$ cat src/rtl/dmht_pkg.sv
package dmht_pkg;

  // Table geometry
  localparam int unsigned INDEX_BITS = 10;
  localparam int unsigned SLOT_COUNT = 1 << INDEX_BITS;

  // Clear generation stamped into every written slot; zero is never live
  localparam int unsigned EPOCH_BITS = 8;

  localparam logic [1:0]        BOUND_EXACT = 2'd2;
  localparam logic signed [7:0] MISS_DEPTH  = -8'sd1;

  typedef enum logic [1:0] {
    KIND_STORE = 2'd0,
    KIND_PROBE = 2'd1,
    KIND_CLEAR = 2'd2,
    KIND_NOP   = 2'd3
  } kind_e;

  typedef enum logic [1:0] {
    ST_SWEEP,
    ST_IDLE,
    ST_CHECK
  } state_e;

  typedef struct packed {
    kind_e              kind;
    logic [63:0]        key;
    logic signed [7:0]  search_depth;
    logic signed [15:0] eval_score;
    logic [1:0]         bound_type;
    logic [15:0]        move_code;
  } req_t;

  typedef struct packed {
    logic                  hit;
    logic                  written;
    logic signed [15:0]    found_score;
    logic signed [7:0]     found_depth;
    logic [1:0]            found_bound;
    logic [15:0]           found_move;
  } rsp_t;

  typedef struct packed {
    logic [EPOCH_BITS-1:0] tag;
    logic [63:0]           key;
    logic signed [15:0]    score;
    logic signed [7:0]     depth;
    logic [1:0]            bound;
    logic [15:0]           move;
  } entry_t;

  // Controller -> datapath
  typedef struct packed {
    logic accept;
    logic check;
    logic sweep_wr;
    logic sweep_end;
  } cmd_t;

  // Datapath -> controller
  typedef struct packed {
    logic out_free;
    logic sweep_last;
    logic epoch_full;
    logic op_clear;
  } status_t;

endpackage

$ cat src/rtl/dmht_ctrl.sv
module dmht_ctrl (
  input  logic               clk_i,
  input  logic               rst_ni,
  input  logic               req_valid_i,
  input  dmht_pkg::status_t  status_i,
  output logic               req_ready_o,
  output dmht_pkg::cmd_t     cmd_o
);

  dmht_pkg::state_e state_q, state_d;

  always_ff @(posedge clk_i or negedge rst_ni) begin
    if (!rst_ni) begin
      state_q <= dmht_pkg::ST_SWEEP;
    end else begin
      state_q <= state_d;
    end
  end

  always_comb begin
    state_d = state_q;
    unique case (state_q)
      dmht_pkg::ST_IDLE: begin
        if (req_valid_i && status_i.out_free) begin
          state_d = dmht_pkg::ST_CHECK;
        end
      end
      dmht_pkg::ST_CHECK: begin
        if (status_i.op_clear && status_i.epoch_full) begin
          state_d = dmht_pkg::ST_SWEEP;
        end else begin
          state_d = dmht_pkg::ST_IDLE;
        end
      end
      dmht_pkg::ST_SWEEP: begin
        if (status_i.sweep_last) begin
          state_d = dmht_pkg::ST_IDLE;
        end
      end
      default: state_d = dmht_pkg::ST_SWEEP;
    endcase
  end

  always_comb begin
    req_ready_o = 1'b0;
    cmd_o       = '0;
    unique case (state_q)
      dmht_pkg::ST_IDLE: begin
        req_ready_o  = status_i.out_free;
        cmd_o.accept = req_valid_i && status_i.out_free;
      end
      dmht_pkg::ST_CHECK: begin
        cmd_o.check = 1'b1;
      end
      dmht_pkg::ST_SWEEP: begin
        cmd_o.sweep_wr  = 1'b1;
        cmd_o.sweep_end = status_i.sweep_last;
      end
      default: begin
        cmd_o = '0;
      end
    endcase
  end

endmodule

$ cat config.mk
export PLATFORM = sky130hd
export DESIGN_NAME = dmht_ctrl
export DESIGN_NICKNAME = d
export VERILOG_FILES = /design/src/rtl/dmht_pkg.sv /design/src/rtl/dmht_ctrl.sv
export SDC_FILE = /design/constraint.sdc
export NUM_CORES = 1
export LEC_CHECK = 0
export BUFFER_PORTS_ARGS = -buffer_cell sky130_fd_sc_hd__buf_4
export CORE_AREA = 2 2 39 41
export CTS_CLUSTER_SIZE = 28
export DETAILED_ROUTE_END_ITERATION = 8
export DIE_AREA = 0 0 41 43
export SYNTH_ARGS = -nofsm -noshare
export SYNTH_HDL_FRONTEND = slang
export SYNTH_SLANG_ARGS = --single-unit
$ cat constraint.sdc
create_clock -name clk_i -period 1 [get_ports clk_i]
set_clock_uncertainty 0.2 [all_clocks]
set_input_delay 0.1 -clock clk_i [delete_from_list [all_inputs] [get_ports clk_i]]
set_output_delay 0.1 -clock clk_i [all_outputs]
set_load 0.01 [all_outputs]
==> load_flow_metrics.sql, run 1 <==
INSERT INTO impl_metrics (metric_group, metric, value, unit) VALUES
('layout', 'mostFrequentLayoutCell', 'sky130_fd_sc_hd__buf_4', ''),
('timing', 'setup_viol', '6', ''),
('clock_tree', 'cts_max_level', '1', ''),
('yosys', 'yosys_warnings', '0', ''),
('layout', 'final_cell_area', '294.0', 'um^2'),
('layout', 'most_flop_heavy_register', 'state_q', ''),
('place', 'portBuffers', '11', ''),
('drt', 'routedWlPerCell', '8.114', 'um'),
('yosys', 'post-synth-top-area-cell', 'sky130_fd_sc_hd__dfrtp_1', ''),
('floorplan', 'die_area', '1763', 'um^2'),
('drt', 'drc', '0', ''),
('layout', 'final_cell_mix', 'sky130_fd_sc_hd__buf_4 (9), sky130_fd_sc_hd__clkbuf_4 (3), sky130_fd_sc_hd__buf_6 (3)', ''),
('layout', 'largestRegisters', 'state_q x2', ''),
('setup_path', 'r2r_start', 'state_q[0]$_DFFE_PN0P_', ''),
('global_routing', 'grt_max_degree', '8', ''),
('run_status', 'run_status', 'finished with violations', ''),
('setup_path', 'worstSetupStartpointType', 'flop', ''),
('clock_tree', 'number_of_buffers_inserted_for_hold_repair_after_clock_tree_synthesis', '1', ''),
('global_routing', 'wire_length_of_the_first_global_routing_pass', '607', 'um'),
('clock_tree', 'tritoncts_num_sinks', '2', ''),
('yosys', 'syn_inst_count', '12', ''),
('floorplan', 'boundary_pin_count', '12', ''),
('pwr', 'power-per-cell-area', '1538', 'nW/um^2'),
('setup_path', 'worstSetupEndpointType', 'output port', ''),
('setup_path', 'cp_capture_point', 'cmd_o[2]', ''),
('timing', 'final_hold_slack', '-0.04647', 'ns'),
('yosys', 'syn_nets', '19', ''),
('setup_path', 'required_time_of_the_critical_path', '0.70', 'ns'),
('global_routing', 'track_usage', '5.812', '%'),
('timing', 'finalHoldViolations', '4', ''),
('run_status', 'failed_checks', 'hold timing, setup timing', ''),
('floorplan', 'core_region', '1384', 'um^2'),
('clock_tree', 'tritoncts.num_buffers', '3', ''),
('layout', 'syn2layout_area_growth', '121.7', '%'),
('yosys', 'syn_avg_cell_area', '11.05', 'um^2'),
('setup_path', 'rr_worst_depth', '3', ''),
('layout', 'nets', '37', ''),
('clock_tree', 'clk_path_buf_depth', '2', ''),
('drt', 'drt_iter0_markers', '0', ''),
('drt', 'postRouteAntennaNets', '0', ''),
('clock_tree', 'cts_root_buf', 'sky130_fd_sc_hd__clkbuf_4', ''),
('setup_path', 'critical_path_arrival', '1.02', 'ns'),
('setup_path', 'critPathLaunch', 'state_q[0]$_DFFE_PN0P_', ''),
('drt', 'finalWirelength', '357', 'um'),
('layout', 'number_of_diodes_added_for_antenna_fixing', '0', ''),
('drt', 'drt_first_pass_iters', '1', ''),
('timing', 'timing.final.crit_share', '132.1', '%'),
('worst_hold_path', 'hold_class', 'input port to flop', ''),
('layout', 'filler_cell_count', '154', ''),
('pwr', 'worst_ir_drop_vdd', '239.7', 'uV'),
('timing', 'final_max_slew_viol_count', '0', ''),
('timing', 'worstMarginPinSlew', '0.1470', 'ns'),
('yosys', 'ys_seq_elements', '2', ''),
('global_routing', 'global_route.overflow_total', '0', ''),
('pwr', 'p_leak', '0.1430', 'nW'),
('place', 'area_after_dpl', '240.2', 'um^2'),
('yosys', 'synth_top_cell_area_share', '37.74', '%'),
('setup_path', 'reg2reg_setup_slack', '-0.14', 'ns'),
('drt', 'route.vias.total', '158', ''),
('timing', 'finalWorstSetupSlack', '-0.3215', 'ns'),
('setup_path', 'timing_worst_setup_path_type', 'flop to output port', ''),
('drt', 'vias_per_cell', '3.591', ''),
('run', 'max_cap_viol_count', '0', ''),
('layout', 'layout-drive-gt1-share', '78.57', '%'),
('setup_path', 'critPathMaxFanout', '7', ''),
('global_routing', 'antenna_found_initial', '0', ''),
('timing', 'slew_limit_headroom', '90.18', '%'),
('floorplan', 'initial_utilization', '9.584', '%'),
('layout', 'largest_reg_flops', '2', ''),
('timing', 'rsz_0062_raised_after_global_routing', 'yes', ''),
('clock_tree', 'worst_skew_pair.late_latency', '0.22', 'ns');
cell usage after synthesis:
cell type                   instances
sky130_fd_sc_hd__and3_2             1
sky130_fd_sc_hd__and4b_1            2
sky130_fd_sc_hd__o2bb2ai_2          1
sky130_fd_sc_hd__nor2_1             1
sky130_fd_sc_hd__o21bai_1           1
sky130_fd_sc_hd__and2_1             1
sky130_fd_sc_hd__nand2_1            1
sky130_fd_sc_hd__and2b_4            1
sky130_fd_sc_hd__dfrtp_1            2
sky130_fd_sc_hd__and3b_1            1
routing by layer:
layer  vias up  track usage (%)  wire length [um]
li1         78                -                 -
met1        74            3.834               111
met2         6            8.750               219
met3         0            3.141                26
met4         0            8.000                 0
met5         -                0                 0
metrics by stage:
step,util [%],total power [mW],setup slack [ns],instances,TNS [ns]
after floorplan,-,0.1837,-0.05044,12,-0.09025
after global placement,17.36,0.2565,-0.1087,39,-0.4287
after detailed placement,17.36,0.2571,-0.1085,39,-0.4282
after CTS,20.80,0.4591,-0.3380,44,-1.732
after global routing,21.25,0.4838,-0.3612,44,-1.816
final,21.25,0.4523,-0.3215,44,-1.562
power breakdown:
group / internal (mW) / leakage, nW / total, mW / switching [mW]
Sequential: 0.0977 / 0.0222 / 0.119 / 0.0214
Combinational: 0.100 / 0.107 / 0.153 / 0.0524
Clock: 0.133 / 0.0138 / 0.181 / 0.0479
layout make-up:
class	instances	area, um^2	share of cell area (%)
Multi-Input combinational cell	10	87.58	29.79
Clock buffer	3	22.52	7.660
Timing Repair Buffer	13	111.4	37.87
Sequential cell	2	52.55	17.87
Tap cell	16	20.02	6.809
worst max-delay path, cell delays in order (launching register included):
cell and delay, ns:
sky130_fd_sc_hd__dfrtp_2 0.43, sky130_fd_sc_hd__and2b_4 0.27, sky130_fd_sc_hd__buf_6 0.10
how the worst min path moves through the flow:
stage | depth (start not counted) | endpoint | start
floorplan | 0 | state_q[0]$_DFFE_PN0P_ | rst_ni
global placement | 1 | state_q[1]$_DFFE_PN0P_ | rst_ni
detailed placement | 1 | state_q[0]$_DFFE_PN0P_ | rst_ni
CTS | 3 | state_q[0]$_DFFE_PN0P_ | status_i[2]
global route | 3 | state_q[0]$_DFFE_PN0P_ | status_i[2]
finish | 3 | state_q[0]$_DFFE_PN0P_ | status_i[1]
cell families (layout without fill, tap and decap cells):
group                  count (synthesis)  after routing  share of synthesized area, %
buffers and inverters                  0             16                             0
and+or+nand+nor                        8              8                         45.28
DFF                                    2              2                         37.74
AOI/OAI and AO/OA                      2              2                         16.98
repair_timing:
item	CTS	global route
gates resized for setup	2	3
cloned	0	0
pin swaps	2	1
endpoints found under the hold margin	4	2
setup endpoints to repair	6	7
buffers inserted	1	0
Note: power is estimated with default switching activity, not from simulation.
==> run 2, diff against run 1 <==
REMOVE_ABC_BUFFERS = 1   (was default)
==> run 2 against run 1 <==
  * The run still ends with hold timing, setup timing left
  * Core utilization is 2.4 points higher
  * Non-clock buffer count is 3 higher
  * Critical path depth is the same
  * Global-route usage up 1.0 points
  * Total power up 4.2%
  * Critical endpoint unchanged
  * Highest routed layer unchanged
==> load_flow_metrics.sql, run 2 (synthesized netlist as in run 1, its figures left out) <==
INSERT INTO impl_metrics (metric_group, metric, value, unit) VALUES
('run_status', 'run_status', 'finished with violations', ''),
('run_status', 'failed_checks', 'hold timing, setup timing', ''),
('timing', 'finalSetupTns', '-1.720', 'ns'),
('drt', 'drt_first_pass_iters', '1', ''),
('timing', 'finalWorstSetupSlack', '-0.3271', 'ns'),
('timing', 'final_max_slew_viol_count', '0', ''),
('clock_tree', 'worst_skew_pair.late_latency', '0.22', 'ns'),
('setup_path', 'timing_worst_setup_path_type', 'flop to output port', ''),
('global_routing', 'antenna_found_initial', '0', ''),
('setup_path', 'critPathMaxFanout', '7', ''),
('worst_hold_path', 'hold_class', 'input port to flop', ''),
('place', 'post-place-cells', '39', ''),
('clock_tree', 'number_of_buffers_inserted_for_hold_repair_after_clock_tree_synthesis', '3', ''),
('timing', 'worstMarginPinSlew', '0.1602', 'ns'),
('pwr', 'p_leak', '0.1575', 'nW'),
('timing', 'finalWorstPathRequiredPeriod', '1.327', 'ns'),
('floorplan', 'dieHeight', '43', 'um'),
('place', 'portBuffers', '11', ''),
('clock_tree', 'tritoncts', 'yes', ''),
('layout', 'final_cell_mix', 'sky130_fd_sc_hd__buf_4 (10), sky130_fd_sc_hd__clkbuf_4 (3), sky130_fd_sc_hd__dlygate4sd3_1 (3), sky130_fd_sc_hd__buf_6 (3)', ''),
('pwr', 'report.power.total', '471.3', 'uW'),
('setup_path', 'worstSetupEndpointType', 'output port', ''),
('drt', 'route.vias.total', '174', ''),
('layout', 'final_cell_area', '326.6', 'um^2'),
('layout', 'number_of_diodes_added_for_antenna_fixing', '0', ''),
('clock_tree', 'tritoncts_num_sinks', '2', ''),
('setup_path', 'worstSetupStartpointType', 'flop', ''),
('global_routing', 'track_usage', '6.827', '%'),
('drt', 'vias_per_cell', '3.702', ''),
('drt', 'finalWirelength', '399', 'um'),
('layout', 'mostFrequentLayoutCell', 'sky130_fd_sc_hd__buf_4', ''),
('layout', 'syn2layout_area_growth', '146.2', '%'),
('global_routing', 'wire_length_of_the_first_global_routing_pass', '724', 'um'),
('clock_tree', 'register_clock_pin_slew_on_the_reported_worst_setup_and_hold_paths', '0.03', 'ns'),
('worst_hold_path', 'hold_path_startpoint', 'status_i[2]', ''),
('setup_path', 'required_time_of_the_critical_path', '0.70', 'ns'),
('timing', 'timing.final.crit_share', '132.7', '%'),
('setup_path', 'r2r_start', 'state_q[0]$_DFFE_PN0P_', ''),
('setup_path', 'critPathLaunch', 'state_q[0]$_DFFE_PN0P_', ''),
('floorplan', 'initial_utilization', '9.584', '%'),
('layout', 'stdcell_count', '47', ''),
('layout', 'nets', '40', ''),
('drt', 'postRouteAntennaNets', '0', ''),
('floorplan', 'overall_die_width', '41', 'um'),
('timing', 'slew_limit_headroom', '89.30', '%'),
('place', 'area_after_dpl', '235.2', 'um^2'),
('timing', 'rsz_0062_raised_after_global_routing', 'yes', ''),
('floorplan', 'rows', '14', ''),
('timing', 'setup_viol', '6', ''),
('timing', 'finalHoldViolations', '2', ''),
('clock_tree', 'clk_path_buf_depth', '2', ''),
('pwr', 'power-per-cell-area', '1443', 'nW/um^2'),
('floorplan', 'boundary_pin_count', '12', ''),
('timing', 'final_hold_slack', '-0.02887', 'ns'),
('pwr', 'worst_ir_drop_vdd', '362.2', 'uV'),
('layout', 'most_flop_heavy_register', 'state_q', ''),
('global_routing', 'global_route.overflow_total', '0', ''),
('run', 'max_cap_viol_count', '0', ''),
('clock_tree', 'cts_root_buf', 'sky130_fd_sc_hd__clkbuf_4', ''),
('clock_tree', 'tritoncts.num_buffers', '3', ''),
('drt', 'drc', '0', ''),
('setup_path', 'critical_path_arrival', '1.03', 'ns'),
('floorplan', 'die_area', '1763', 'um^2'),
('global_routing', 'grt_pass1_vias', '185', ''),
('layout', 'largestRegisters', 'state_q x2', ''),
('place', 'finalWeightedCongestion', '0.5762', ''),
('timing', 'achievable-frequency', '753.5', 'MHz'),
('drt', 'drt_iter0_markers', '0', ''),
('layout', 'largest_reg_flops', '2', ''),
('setup_path', 'reg2reg_setup_slack', '-0.27', 'ns'),
('floorplan', 'core_region', '1384', 'um^2'),
('layout', 'layout-drive-gt1-share', '74.19', '%'),
('global_routing', 'grt_max_degree', '8', ''),
('clock_tree', 'cts_max_level', '1', ''),
('drt', 'routedWlPerCell', '8.489', 'um');
==> run 2: cell types whose count changed in the layout (fill, tap and decap cells not counted) <==
cell and change:
sky130_fd_sc_hd__dlygate4sd3_1 +2, sky130_fd_sc_hd__nor2_4 +1, sky130_fd_sc_hd__nor2_2 -1, sky130_fd_sc_hd__buf_4 +1
==> run 2: power breakdown <==
group	switching (mW)	leakage (nW)	internal [mW]
registers	0.0267	0.0222	0.0977
clock network	0.0449	0.0138	0.132
logic	0.0567	0.122	0.113
==> run 2: layout make-up <==
type                       instances  area (um^2)
sequential                         2        52.55
multi-input combinational         10        92.59
fill                             155         1057
clock buffer                       3        22.52
tap                               16        20.02
timing repair buffer              16        138.9
==> run 2: final timing paths <==
path / cells past startpoint / endpoint
max: 2 / cmd_o[2]
min: 3 / state_q[0]$_DFFE_PN0P_
max reg2reg: 4 / state_q[0]$_DFFE_PN0P_
min reg2reg: 2 / state_q[0]$_DFFE_PN0P_
max in group asynchronous: 2 / state_q[0]$_DFFE_PN0P_
min in group asynchronous: 2 / state_q[1]$_DFFE_PN0P_
==> run 2: worst max-delay path, stage by stage (launching register included) <==
cell and delay, ns:
sky130_fd_sc_hd__dfrtp_2 0.44, sky130_fd_sc_hd__and2b_4 0.27, sky130_fd_sc_hd__buf_6 0.09
==> run 2: per-stage QoR <==
stage | util, % | worst slack [ns]
floorplan | - | -0.1030
global placement | 17.00 | -0.09802
detailed placement | 17.00 | -0.1069
CTS | 21.88 | -0.3534
global route | 23.60 | -0.3819
finish | 23.60 | -0.3271
==> run 2: per-layer routing <==
metal | up-vias | global-route usage, % | routed length [um]
li1 | 85 | - | -
met1 | 79 | 8.039 | 187
met2 | 10 | 6.875 | 168
met3 | 0 | 4.712 | 43
met4 | 0 | 8.000 | 0
met5 | - | 0 | 0
==> run 2: what timing repair did <==
action / CTS / global route
endpoints found under the setup margin: 6 / 6
cloned: 0 / 0
setup buffers: 1 / 1
hold endpoints to repair: 4 / 4
gates resized for setup: 2 / 6
pin swaps: 0 / 2
==> run 3, diff against run 2 <==
PLACE_DENSITY = 0.35   (was default)
clock period = 1.5 ns   (was 1 ns; I/O delays follow)
==> run 3 against run 2 <==
  * The run now ends clean
  * Core utilization fell by 3.5 points
  * Critical path depth rose by 1
  * Register-to-register slack improved by 0.71 ns
  * Count of clock-buffer cells in the layout did not move
  * Largest cell class unchanged
  * Global-route usage fell by 0.41 points
  * Cell count fell by 6.4%
  * Flip-flop and latch count did not move
  * Non-clock buffer count fell by 3
  * Highest routed layer unchanged
==> load_flow_metrics.sql, run 3 (synthesized netlist as in run 1, its figures left out) <==
INSERT INTO impl_metrics (metric_group, metric, value, unit) VALUES
('run_status', 'run_status', 'finished clean', ''),
('clock_tree', 'tritoncts', 'yes', ''),
('layout', 'syn2layout_area_growth', '109.4', '%'),
('clock_tree', 'clk_path_buf_depth', '2', ''),
('timing', 'timing.final.crit_share', '93.14', '%'),
('worst_hold_path', 'hold_path_depth', '3', ''),
('layout', 'largestRegisters', 'state_q x2', ''),
('drt', 'drt_iter0_markers', '2', ''),
('timing', 'finalSetupTns', '0', 'ns'),
('layout', 'layout-drive-gt1-share', '60.71', '%'),
('setup_path', 'worstSetupEndpointType', 'output port', ''),
('place', 'post-place-cells', '39', ''),
('floorplan', 'rows', '14', ''),
('floorplan', 'overall_die_width', '41', 'um'),
('layout', 'filler_cell_count', '147', ''),
('setup_path', 'reg2reg_setup_slack', '0.44', 'ns'),
('clock_tree', 'register_clock_pin_slew_on_the_reported_worst_setup_and_hold_paths', '0.03', 'ns'),
('pwr', 'power-per-cell-area', '1033', 'nW/um^2'),
('place', 'dp.final_hpwl', '317.1', 'um'),
('drt', 'postRouteAntennaNets', '0', ''),
('drt', 'drc', '0', ''),
('clock_tree', 'worst_skew_pair.late_latency', '0.22', 'ns'),
('setup_path', 'critical_path_arrival', '1.05', 'ns'),
('layout', 'largest_reg_flops', '2', ''),
('place', 'place_ws', '0.3335', 'ns'),
('drt', 'met3RoutedLength', '65', 'um'),
('place', 'portBuffers', '11', ''),
('timing', 'finalWorstPathRequiredPeriod', '1.397', 'ns'),
('drt', 'finalWirelength', '410', 'um'),
('global_routing', 'grt_max_degree', '8', ''),
('setup_path', 'required_time_of_the_critical_path', '1.15', 'ns'),
('timing', 'final_hold_slack', '0.01210', 'ns'),
('timing', 'worstMarginPinSlew', '0.1727', 'ns'),
('timing', 'finalWorstSetupSlack', '0.1029', 'ns'),
('global_routing', 'track_usage', '6.419', '%'),
('pwr', 'report.power.total', '287.0', 'uW'),
('clock_tree', 'post-cts-setup-buffer-count', '0', ''),
('drt', 'post_route_m1_wl', '199', 'um'),
('pwr', 'p_leak', '0.1405', 'nW'),
('drt', 'top_layer_used', 'met3', ''),
('setup_path', 'timing_worst_setup_path_type', 'flop to output port', ''),
('drt', 'vias_per_cell', '3.591', ''),
('worst_hold_path', 'hold_path_startpoint', 'status_i[0]', ''),
('timing', 'finalHoldViolations', '0', ''),
('floorplan', 'core_region', '1384', 'um^2'),
('timing', 'setup_viol', '0', ''),
('global_routing', 'global_route.overflow_total', '0', ''),
('place', 'finalWeightedCongestion', '0.5597', ''),
('clock_tree', 'cts_max_level', '1', ''),
('layout', 'stdcell_count', '44', ''),
('global_routing', 'grt_pass1_vias', '159', ''),
('timing', 'achievable-frequency', '715.8', 'MHz'),
('drt', 'route.vias.total', '158', ''),
('floorplan', 'boundary_pin_count', '12', ''),
('layout', 'final_cell_area', '277.8', 'um^2'),
('setup_path', 'critPathMaxFanout', '6', ''),
('drt', 'met2WireLength', '144', 'um'),
('timing', 'slew_limit_headroom', '88.48', '%'),
('worst_hold_path', 'hold_class', 'input port to flop', ''),
('pwr', 'worst_ir_drop_vdd', '226.3', 'uV'),
('setup_path', 'rr_worst_depth', '2', ''),
('layout', 'final_cell_mix', 'sky130_fd_sc_hd__buf_4 (11), sky130_fd_sc_hd__clkbuf_4 (3), sky130_fd_sc_hd__and4b_1 (2), sky130_fd_sc_hd__dlygate4sd3_1 (2), sky130_fd_sc_hd__dfrtp_1 (2)', ''),
('floorplan', 'initial_utilization', '9.584', '%'),
('drt', 'routedWlPerCell', '9.318', 'um'),
('layout', 'most_flop_heavy_register', 'state_q', ''),
('layout', 'nets', '37', ''),
('timing', 'final_max_slew_viol_count', '0', ''),
('clock_tree', 'cts-resized-gates', '0', ''),
('global_routing', 'wire_length_of_the_first_global_routing_pass', '669', 'um'),
('worst_hold_path', 'hold_ep', 'state_q[0]$_DFFE_PN0P_', ''),
('floorplan', 'die_area', '1763', 'um^2'),
('layout', 'mostFrequentLayoutCell', 'sky130_fd_sc_hd__buf_4', ''),
('setup_path', 'r2r_start', 'state_q[0]$_DFFE_PN0P_', ''),
('drt', 'drt_first_pass_iters', '2', ''),
('clock_tree', 'cts_root_buf', 'sky130_fd_sc_hd__clkbuf_4', ''),
('layout', 'number_of_diodes_added_for_antenna_fixing', '0', ''),
('layout', 'post-route-util', '20.07', '%'),
('timing', 'rsz_0062_raised_after_global_routing', 'no', ''),
('clock_tree', 'tritoncts_num_sinks', '2', ''),
('setup_path', 'worstSetupStartpointType', 'flop', ''),
('setup_path', 'worstReg2RegEnd', 'state_q[0]$_DFFE_PN0P_', ''),
('run', 'max_cap_viol_count', '0', ''),
('clock_tree', 'tritoncts.num_buffers', '3', ''),
('floorplan', 'dieHeight', '43', 'um'),
('global_routing', 'antenna_found_initial', '0', ''),
('place', 'area_after_dpl', '235.2', 'um^2');
## run 3: how the worst max path moves through the flow
stage | start | end | slack, ns | depth (start not counted)
2_1_floorplan | state_q[1]$_DFFE_PN0P_ | cmd_o[0] | 0.35 | 2
3_3_place_gp | state_q[1]$_DFFE_PN0P_ | cmd_o[0] | 0.36 | 3
3_5_place_dp | state_q[1]$_DFFE_PN0P_ | cmd_o[0] | 0.33 | 3
4_1_cts | state_q[1]$_DFFE_PN0P_ | cmd_o[0] | 0.08 | 3
5_1_grt | state_q[1]$_DFFE_PN0P_ | cmd_o[0] | 0.02 | 3
6_report | state_q[1]$_DFFE_PN0P_ | cmd_o[0] | 0.10 | 3
## run 3: metal layers
metal | up-vias | GRT usage (%)
met4 | 0 | 6.000
met1 | 67 | 8.013
met5 | - | 0
met2 | 12 | 6.563
met3 | 0 | 4.712
li1 | 79 | -
## run 3: what timing repair did
item                                    CTS  global route
hold endpoints to repair                  3             0
hold buffers                              2             0
endpoints found under the setup margin    0             0
## run 3: worst max-delay path, stage by stage, from the launching register on
cell and delay [ns]:
sky130_fd_sc_hd__dfrtp_1 0.42, sky130_fd_sc_hd__nor2_1 0.15, sky130_fd_sc_hd__and2_1 0.14, sky130_fd_sc_hd__buf_4 0.11
## run 3: report_power, final
part	internal, mW	switching [mW]
logic	0.0573	0.0346
clock network	0.0883	0.0307
registers	0.0633	0.0127
## run 3: final cells by class
type	instances	area, um^2	area share (%)
Timing Repair Buffer	13	102.6	36.94
Clock buffer	3	22.52	8.108
Tap cell	16	20.02	7.207
Sequential cell	2	50.05	18.02
Multi-Input combinational cell	10	82.58	29.73
